--- src/rtl/core/assert_macros.svh ---
// shared assertion macros for the receiver core
`ifndef ASSERT_MACROS_SVH
`define ASSERT_MACROS_SVH

// property checked on every rising edge outside of reset
`define SFR_ASSERT(lbl, clk, rst_n, prop, msg) \
	lbl: assert property (@(posedge clk) disable iff (!rst_n) prop) else $error(msg);

// condition that must never be seen outside of reset
`define SFR_NEVER(lbl, clk, rst_n, cond, msg) \
	`SFR_ASSERT(lbl, clk, rst_n, !(cond), msg)

`endif

--- src/rtl/core/sfr_pkg.sv ---
package sfr_pkg;

	// crc16 ccitt-false constants
	localparam logic [15:0] CRC_INIT = 16'hFFFF;
	localparam logic [15:0] CRC_POLY = 16'h1021;

	// register reset values
	localparam logic [7:0] SYNC_FIRST_RST = 8'd170;
	localparam logic [7:0] SYNC_SECOND_RST = 8'd85;
	localparam logic [7:0] MAX_LEN_RST = 8'd35;

	// default depth of the queue between front and back
	localparam int QUEUE_DEPTH_DEF = 2;

	// configuration register indexes
	typedef enum logic [1:0] {
		REG_SYNC_FIRST = 2'd0,
		REG_SYNC_SECOND = 2'd1,
		REG_MAX_LEN = 2'd2,
		REG_UNUSED = 2'd3
	} reg_idx_t;

	// receive phase of the frame parser
	typedef enum logic [2:0] {
		PH_SYNC1,
		PH_SYNC2,
		PH_LENGTH,
		PH_TYPE,
		PH_PAYLOAD,
		PH_CRC_LO,
		PH_CRC_HI
	} phase_t;

	// work handed from the front to the back
	typedef enum logic [2:0] {
		OP_NONE,
		OP_TYPE,
		OP_PAYLOAD,
		OP_CRC_LO,
		OP_CRC_HI
	} op_t;

	// event codes on the result stream
	typedef enum logic [1:0] {
		EV_NONE = 2'd0,
		EV_DATA = 2'd1,
		EV_GOOD = 2'd2,
		EV_BAD = 2'd3
	} event_t;

	// one queue entry
	typedef struct packed {
		op_t op;
		logic [7:0] data;
		logic [7:0] idx;
		logic [7:0] kind;
		logic [7:0] plen;
	} q_entry_t;

	// one result beat
	typedef struct packed {
		event_t ev;
		logic [7:0] data_byte;
		logic [7:0] byte_index;
		logic [7:0] frame_kind;
		logic [7:0] payload_length;
		logic [15:0] bad_total;
	} result_t;

	// byte-wise crc update, msb first
	function automatic logic [15:0] crc16_byte(input logic [15:0] crc, input logic [7:0] b);
		logic [15:0] c;
		c = crc ^ {b, 8'h00};
		for (int k = 0; k < 8; k++) begin
			c = c[15] ? ({c[14:0], 1'b0} ^ CRC_POLY) : {c[14:0], 1'b0};
		end
		return c;
	endfunction

endpackage

--- src/rtl/core/sfr_front.sv ---
`include "assert_macros.svh"

module sfr_front (
	input  logic              clk,
	input  logic              arst_n,
	// configuration write
	input  logic              cfg_valid,
	output logic              cfg_ready,
	input  logic [1:0]        cfg_index,
	input  logic [7:0]        cfg_data,
	// incoming bytes
	input  logic              in_valid,
	output logic              in_ready,
	input  logic [7:0]        in_byte,
	// queue write side
	output logic              push,
	output sfr_pkg::q_entry_t push_entry,
	input  logic              q_ready
);
	import sfr_pkg::*;

	logic [7:0] sync_first_q;
	logic [7:0] sync_second_q;
	logic [7:0] max_len_q;
	phase_t     phase_q;
	phase_t     phase_nxt;
	logic [7:0] length_q;
	logic [7:0] kind_q;
	logic [7:0] count_q;
	logic       accept;
	logic [7:0] len_m1;
	logic [7:0] byte_len_m1;
	logic [7:0] count_inc;

	assign cfg_ready = 1'b1;
	assign in_ready = q_ready;
	assign accept = in_valid & q_ready;
	assign len_m1 = length_q - 8'd1;
	assign byte_len_m1 = in_byte - 8'd1;
	assign count_inc = count_q + 8'd1;

	// configuration registers
	always_ff @(posedge clk or negedge arst_n) begin
		if (!arst_n) begin
			sync_first_q <= SYNC_FIRST_RST;
			sync_second_q <= SYNC_SECOND_RST;
			max_len_q <= MAX_LEN_RST;
		end else if (cfg_valid) begin
			case (reg_idx_t'(cfg_index))
				REG_SYNC_FIRST: sync_first_q <= cfg_data;
				REG_SYNC_SECOND: sync_second_q <= cfg_data;
				REG_MAX_LEN: max_len_q <= cfg_data;
				default: ;
			endcase
		end
	end

	// next phase
	always_comb begin
		phase_nxt = phase_q;
		case (phase_q)
			PH_SYNC1: if (in_byte == sync_first_q) phase_nxt = PH_SYNC2;
			PH_SYNC2: begin
				if (in_byte == sync_second_q)
					phase_nxt = PH_LENGTH;
				else if (in_byte != sync_first_q)
					phase_nxt = PH_SYNC1;
			end
			PH_LENGTH: begin
				if (in_byte == 8'd0 || byte_len_m1 > max_len_q)
					phase_nxt = PH_SYNC1;
				else
					phase_nxt = PH_TYPE;
			end
			PH_TYPE: phase_nxt = (length_q > 8'd1) ? PH_PAYLOAD : PH_CRC_LO;
			PH_PAYLOAD: if (count_inc >= len_m1) phase_nxt = PH_CRC_LO;
			PH_CRC_LO: phase_nxt = PH_CRC_HI;
			PH_CRC_HI: phase_nxt = PH_SYNC1;
			default: phase_nxt = PH_SYNC1;
		endcase
	end

	// classify the byte into a queue entry
	always_comb begin
		push = accept;
		push_entry.op = OP_NONE;
		push_entry.data = in_byte;
		push_entry.idx = count_q;
		push_entry.kind = kind_q;
		push_entry.plen = len_m1;
		case (phase_q)
			PH_TYPE: push_entry.op = OP_TYPE;
			PH_PAYLOAD: push_entry.op = OP_PAYLOAD;
			PH_CRC_LO: push_entry.op = OP_CRC_LO;
			PH_CRC_HI: push_entry.op = OP_CRC_HI;
			default: push_entry.op = OP_NONE;
		endcase
	end

	// phase and frame header registers
	always_ff @(posedge clk or negedge arst_n) begin
		if (!arst_n) begin
			phase_q <= PH_SYNC1;
			length_q <= 8'd0;
			kind_q <= 8'd0;
			count_q <= 8'd0;
		end else if (accept) begin
			phase_q <= phase_nxt;
			if (phase_q == PH_LENGTH)
				length_q <= in_byte;
			if (phase_q == PH_TYPE) begin
				kind_q <= in_byte;
				count_q <= 8'd0;
			end
			if (phase_q == PH_PAYLOAD)
				count_q <= count_inc;
		end
	end

	`SFR_ASSERT(a_count_in_frame, clk, arst_n, (phase_q == PH_PAYLOAD) |-> ({1'b0, count_q} + 9'd1 < {1'b0, length_q}), "payload index beyond frame length")
	`SFR_NEVER(a_push_unready, clk, arst_n, push && !q_ready, "byte pushed while queue full")

endmodule

--- src/rtl/core/sfr_queue.sv ---
`include "assert_macros.svh"

module sfr_queue #(
	parameter int DEPTH = sfr_pkg::QUEUE_DEPTH_DEF
) (
	input  logic              clk,
	input  logic              arst_n,
	input  logic              push,
	input  sfr_pkg::q_entry_t push_entry,
	output logic              ready,
	output logic              valid,
	output sfr_pkg::q_entry_t head,
	input  logic              pop
);
	import sfr_pkg::*;

	localparam int PTR_W = (DEPTH > 1) ? $clog2(DEPTH) : 1;
	localparam int CNT_W = $clog2(DEPTH + 1);

	q_entry_t         mem_q [DEPTH];
	logic [PTR_W-1:0] wr_ptr_q;
	logic [PTR_W-1:0] rd_ptr_q;
	logic [CNT_W-1:0] count_q;
	logic             do_push;
	logic             do_pop;

	assign ready = (count_q != CNT_W'(DEPTH));
	assign valid = (count_q != '0);
	assign head = mem_q[rd_ptr_q];
	assign do_push = push & ready;
	assign do_pop = pop & valid;

	// entry storage
	always_ff @(posedge clk) begin
		if (do_push)
			mem_q[wr_ptr_q] <= push_entry;
	end

	// pointers and fill count
	always_ff @(posedge clk or negedge arst_n) begin
		if (!arst_n) begin
			wr_ptr_q <= '0;
			rd_ptr_q <= '0;
			count_q <= '0;
		end else begin
			if (do_push)
				wr_ptr_q <= (wr_ptr_q == PTR_W'(DEPTH - 1)) ? '0 : wr_ptr_q + PTR_W'(1);
			if (do_pop)
				rd_ptr_q <= (rd_ptr_q == PTR_W'(DEPTH - 1)) ? '0 : rd_ptr_q + PTR_W'(1);
			case ({do_push, do_pop})
				2'b10: count_q <= count_q + CNT_W'(1);
				2'b01: count_q <= count_q - CNT_W'(1);
				default: count_q <= count_q;
			endcase
		end
	end

	`SFR_ASSERT(a_count_bound, clk, arst_n, count_q <= CNT_W'(DEPTH), "queue fill count beyond depth")

endmodule

--- src/rtl/core/sfr_back.sv ---
`include "assert_macros.svh"

module sfr_back (
	input  logic              clk,
	input  logic              arst_n,
	// queue read side
	input  logic              q_valid,
	input  sfr_pkg::q_entry_t q_head,
	output logic              q_pop,
	// result beat
	output logic              out_valid,
	input  logic              out_ready,
	output sfr_pkg::result_t  out_res
);
	import sfr_pkg::*;

	logic [15:0] crc_q;
	logic [7:0]  crc_low_q;
	logic [15:0] bad_q;
	logic        valid_q;
	result_t     res_q;
	logic [15:0] crc_nxt;
	logic        crc_match;
	logic [15:0] bad_nxt;
	result_t     res_nxt;

	assign q_pop = q_valid & (~valid_q | out_ready);
	assign out_valid = valid_q;
	assign out_res = res_q;
	assign crc_nxt = crc16_byte((q_head.op == OP_TYPE) ? CRC_INIT : crc_q, q_head.data);
	assign crc_match = ({q_head.data, crc_low_q} == crc_q);
	assign bad_nxt = (q_head.op == OP_CRC_HI && !crc_match) ? bad_q + 16'd1 : bad_q;

	// result fields for the head entry
	always_comb begin
		res_nxt.ev = EV_NONE;
		res_nxt.data_byte = 8'd0;
		res_nxt.byte_index = 8'd0;
		res_nxt.frame_kind = 8'd0;
		res_nxt.payload_length = 8'd0;
		res_nxt.bad_total = bad_nxt;
		case (q_head.op)
			OP_PAYLOAD: begin
				res_nxt.ev = EV_DATA;
				res_nxt.data_byte = q_head.data;
				res_nxt.byte_index = q_head.idx;
				res_nxt.frame_kind = q_head.kind;
				res_nxt.payload_length = q_head.plen;
			end
			OP_CRC_HI: begin
				res_nxt.ev = crc_match ? EV_GOOD : EV_BAD;
				res_nxt.frame_kind = q_head.kind;
				res_nxt.payload_length = q_head.plen;
			end
			default: res_nxt.ev = EV_NONE;
		endcase
	end

	// crc, bad frame count and output valid
	always_ff @(posedge clk or negedge arst_n) begin
		if (!arst_n) begin
			crc_q <= CRC_INIT;
			crc_low_q <= 8'd0;
			bad_q <= 16'd0;
			valid_q <= 1'b0;
		end else begin
			if (q_pop) begin
				valid_q <= 1'b1;
				bad_q <= bad_nxt;
				if (q_head.op == OP_TYPE || q_head.op == OP_PAYLOAD)
					crc_q <= crc_nxt;
				if (q_head.op == OP_CRC_LO)
					crc_low_q <= q_head.data;
			end else if (out_ready) begin
				valid_q <= 1'b0;
			end
		end
	end

	// output beat register
	always_ff @(posedge clk) begin
		if (q_pop)
			res_q <= res_nxt;
	end

	`SFR_ASSERT(a_bad_only_on_crc, clk, arst_n, (bad_q != $past(bad_q)) |-> $past(q_pop && q_head.op == OP_CRC_HI), "bad count moved without a frame end")
	`SFR_ASSERT(a_bad_matches_beat, clk, arst_n, ($past(q_pop) && $past(q_head.op) == OP_CRC_HI) |-> (res_q.bad_total == bad_q), "reported bad count differs from counter")

endmodule

--- src/rtl/core/sync_frame_receiver_crc16_top.sv ---
// sync/length frame receiver with crc16 ccitt-false check
// s_axis: one received byte per beat in tdata[7:0]
// m_axis: one result beat per received byte, in order; tuser gives the event
//   (0 nothing, 1 payload byte, 2 frame good, 3 crc mismatch)
// cfg: index 0 first sync byte, 1 second sync byte, 2 payload length limit;
//   cfg_ready is always high, writes are meant for an idle block
// path: a taken byte is written into the queue, then popped into the output beat register
// throughput: one byte per cycle; the frame parser classifies each byte in the
//   cycle it is taken, the crc byte update runs one byte per cycle in the back end
// a stalled m_axis fills the queue (QUEUE_DEPTH entries) and then drops
//   s_axis_tready; nothing is lost or repeated
// reset: parser hunts for the first sync byte, crc back to 0xffff, bad-frame
//   count to zero, registers to 170, 85 and 35
module sync_frame_receiver_crc16_top #(
	parameter int QUEUE_DEPTH = sfr_pkg::QUEUE_DEPTH_DEF
) (
	input  logic        clk,
	input  logic        arst_n,
	input  logic        cfg_valid,
	output logic        cfg_ready,
	input  logic [1:0]  cfg_index,
	input  logic [7:0]  cfg_data,
	input  logic        s_axis_tvalid,
	output logic        s_axis_tready,
	input  logic [7:0]  s_axis_tdata,   // [7:0] rx_byte
	output logic        m_axis_tvalid,
	input  logic        m_axis_tready,
	// [7:0] data_byte, [15:8] byte_index, [23:16] frame_kind,
	// [31:24] payload_length, [47:32] bad_frame_total
	output logic [47:0] m_axis_tdata,
	output logic [1:0]  m_axis_tuser    // [1:0] event_res
);
	import sfr_pkg::*;

	logic     push;
	q_entry_t push_entry;
	logic     q_ready;
	logic     q_valid;
	q_entry_t q_head;
	logic     q_pop;
	result_t  res;

	// byte classification and frame parsing
	sfr_front u_front (
		.clk        (clk),
		.arst_n     (arst_n),
		.cfg_valid  (cfg_valid),
		.cfg_ready  (cfg_ready),
		.cfg_index  (cfg_index),
		.cfg_data   (cfg_data),
		.in_valid   (s_axis_tvalid),
		.in_ready   (s_axis_tready),
		.in_byte    (s_axis_tdata),
		.push       (push),
		.push_entry (push_entry),
		.q_ready    (q_ready)
	);

	// decoupling queue
	sfr_queue #(
		.DEPTH (QUEUE_DEPTH)
	) u_queue (
		.clk        (clk),
		.arst_n     (arst_n),
		.push       (push),
		.push_entry (push_entry),
		.ready      (q_ready),
		.valid      (q_valid),
		.head       (q_head),
		.pop        (q_pop)
	);

	// crc check and result beat
	sfr_back u_back (
		.clk       (clk),
		.arst_n    (arst_n),
		.q_valid   (q_valid),
		.q_head    (q_head),
		.q_pop     (q_pop),
		.out_valid (m_axis_tvalid),
		.out_ready (m_axis_tready),
		.out_res   (res)
	);

	// pack the result beat
	assign m_axis_tuser = res.ev;
	assign m_axis_tdata = {res.bad_total, res.payload_length, res.frame_kind,
		res.byte_index, res.data_byte};

endmodule
--- config.mk ---
export PLATFORM = sky130hd
export DESIGN_NAME = sync_frame_receiver_crc16_top
export DESIGN_NICKNAME = d
export VERILOG_FILES = /design/src/rtl/core/sfr_pkg.sv /design/src/rtl/core/sfr_front.sv /design/src/rtl/core/sfr_queue.sv /design/src/rtl/core/sfr_back.sv /design/src/rtl/core/sync_frame_receiver_crc16_top.sv
export VERILOG_INCLUDE_DIRS = /design/src /design/src/rtl/core
export SDC_FILE = /design/constraint.sdc
export NUM_CORES = 1
export LEC_CHECK = 0
export ABC_CLOCK_PERIOD_IN_PS = 6300
export BUFFER_PORTS_ARGS = -buffer_cell sky130_fd_sc_hd__buf_2
export CAP_MARGIN = 10
export CORE_MARGIN = 2
export CORE_UTILIZATION = 45
export DETAILED_ROUTE_END_ITERATION = 16
export GPL_ROUTABILITY_DRIVEN = 0
export PLACE_DENSITY = 0.61
export SLEW_MARGIN = 10
export SYNTH_ARGS = -nofsm -noshare
export SYNTH_HDL_FRONTEND = slang
export SYNTH_SLANG_ARGS = --single-unit
--- constraint.sdc ---
create_clock -name clk -period 6.3 [get_ports clk]
set_input_delay 0.945 -clock clk [delete_from_list [all_inputs] [get_ports clk]]
set_output_delay 0.945 -clock clk [all_outputs]
set_load 0.05 [all_outputs]
==> qor.txt <==
status - complete, no violations
die height - 154 um
Pre-Repair DR Iteration Count - 5
TritonCTS Buffers - 23
share of layout cells above drive strength 1 - 0.230
core area - 21900 um^2
Worst-path clk slew - 60 ps
DP HPWL - 13600 um
Hold Vio Cnt, Final - 0
most common cell in the netlist - edfxtp_1
initial antenna violation count - 0
adder-cell share of the synthesized area - 0.0273
Die Area - 23600 um^2
Antenna Nets Post-Route - 0
area of the multi-input gates - 3770 um^2
CP Class - reg2reg
Yosys cell types - 53
Worst setup EP type - flop
final setup fails - 0
TritonCTS clock tree - yes
Vias - 6115
Post-synth EDFFs - 120
Syn Area/Cell - 12.8 um^2
H-tree depth - 1
nets - 906
hold_ws - 429 ps
largest family of logic cells by synthesized area - simple AND/OR/NAND/NOR gates
post-DR vias/cell - 5.28
drt total wl - 20100 um
Post-Synth XOR/XNOR Area - 0.104
main area contributors after synthesis - edfxtp_1 (36%), dfrtp_1 (17%), xnor2_1 (7.6%)
gr usage total - 0.170
critical path required time - 6690 ps
Commonest cells post-synth - edfxtp_1 (120), xnor2_1 (88), nor2_1 (80)
max-cap violation count - 0
Slew HR - 0.204
synthesis-to-finish area growth - 12.8%
f_max - 302 MHz
maximum vdd drop - 239 uV
Seq. cell area - 6040 um^2
dominant synthesized flop cell - edfxtp_1
CTS resizes - 0
PortBufs - 74
flops & latches, synth - 216
Die Wd - 154 um
Critical Path Most Common Cell - nand2_1
first-pass GRT wire length - 32500 um
largest net degree at the start of global routing - 55
Hold/Removal Path Class - in2async
worst clock skew - 13.7 ps
Synth Area in Simple Gates - 0.106
crit path time final - 3310 ps
post-synthesis compound-gate area fraction - 0.0404
Mapped Area - 10100 um^2
Startpoint Class - flop
RSZ-0062 raised after global routing - no
clk_lat worst skew - 510 ps
mux share of post-synthesis cell area - 0.0953
vias in the first global route - 6312
Ant. Diodes - 0
gr ovfl total - 0
Post-CTS Setup Bufs - 0
final count of pins violating max slew - 0
hold_buf cts - 0
CP cell instances - buf_4 -> mux2i_1 -> nand2_1 -> nor2_1 -> nand2_1 -> mux2_1
worst reg-to-reg setup slack - 2990 ps
yosys warns - 0
Worst path slowest cell - nor2_1
slew at the pin closest to its max-slew limit - 1190 ps
RR Startpoint - u_queue.rd_ptr_q
Post-Syn Nets - 835
clk root buf - clkbuf_16
CP arrival - 3710 ps
Final Cycle Share - 0.526
Power Density - 538 nW/um^2
Synth top area share - 0.357
TNS Setup - 0 ps
CP max stage delay - 790 ps
Post-route DRC - 0
R2R cell count - 6
Worst R2R End - u_back.bad_q[1]
Lkg Pwr - 4.56 nW
starting density of the core - 0.461
CTS sink cnt - 216
fraction of registers with async set/reset - 0.444
Max clock buf depth - 3
# fillers - 1908
initial DRC count - 336
Core Rows - 54
I/O pins - 76
post-synth top area cell - edfxtp_1
worst-path maximum fanout - 36
routed length per instance - 17.4 um
Core Util, Final - 0.520
sequential fraction of the synthesis area - 0.598
synthesized instance count - 790
-- state kept, by name, summed over array words and instances, names as in the netlist --
name	flops
u_back.bad_q	16
u_back.crc_low_q	8
u_back.crc_q	16
u_back.out_res	50
u_back.out_valid	1
u_front.count_q	8
u_front.kind_q	8
u_front.length_q	8
u_front.max_len_q	8
u_front.phase_q	3
u_front.sync_first_q	8
u_front.sync_second_q	8
u_queue.count_q	2
u_queue.mem_q	70
u_queue.rd_ptr_q	1
u_queue.wr_ptr_q	1
-- how the worst max path moves through the flow --
stage | start | endpoint | slack (ps)
floorplan | m_axis_tready | u_queue.count_q[1] | 3140
global placement | s_axis_tdata[2] | u_front.phase_q[0] | 3040
detailed placement | u_queue.rd_ptr_q | u_back.bad_q[1] | 2920
CTS | u_queue.rd_ptr_q | u_back.bad_q[1] | 2960
global route | u_queue.rd_ptr_q | u_back.bad_q[1] | 2690
finish | u_queue.rd_ptr_q | u_back.bad_q[1] | 2990
-- critical path, delay by kind of cell, from the launching register on --
kind | cells | cell delay, ps
and+or+nand+nor | 3 | 1260
muxes | 2 | 800
DFF | 1 | 570
buffers and inverters | 1 | 550
-- metrics by stage --
step                      power [mW]  worst slack (ps)  cell area, um^2  cells
after floorplan                 4.39              3140            10100    790
after global placement          4.88              3040            10700   1116
after detailed placement        4.94              2920            10700   1116
after CTS                       6.19              2960            11400   1158
after global routing            6.49              2690            11400   1158
final                           6.13              2990            11400   1158
-- report_power, final --
group          leakage (nW)  internal [mW]  switching [mW]
Clock                 0.326          0.702           0.528
Sequential             2.31           2.15           0.325
Combinational          1.92          0.903            1.52
Total                  4.56           3.75            2.38
-- logic make-up (layout without fill, tap and decap cells) --
| group | count (synthesis) | count (layout) |
|---|---|---|
| other cells | 1 | 1 |
| buf+inv | 66 | 154 |
| simple gates | 220 | 220 |
| compound gates | 62 | 62 |
| flops | 216 | 216 |
| mux | 85 | 85 |
| fa+ha+maj | 22 | 22 |
| xor+xnor | 118 | 118 |
-- final cells by class --
cell class,instances,share of cell area
Clock buffer,36,0.0566
Clock inverter,6,0.00297
Inverter,31,0.0102
Multi-Input combinational cell,508,0.331
Sequential cell,216,0.531
Tap cell,280,0.0308
Timing Repair Buffer,81,0.0374
-- routing by layer --
metal  wire length, um  share of wire  track usage  vias up
met2              9780           0.49        0.290      131
met5                 0              0            0        -
met3               865          0.043       0.0287       33
li1                  -              -            -     2913
met4               492          0.024       0.0485        0
met1              8970           0.45        0.225     3038
-- layout by cell type, fill, tap and decap left out, drive strengths merged, types with 14 or more instances in the layout --
cell and n:
a21oi 25, nand3 34, dfstp 27, o21ai 14, nand2b 14, edfxtp 120, clkbuf 36, mux2 50
mux2i 35, ha 22, nor2 80, xor2 29, nand2 32, inv 32, buf 81, dfrtp 69
xnor2 88
Note: power is estimated with default switching activity, not from simulation.
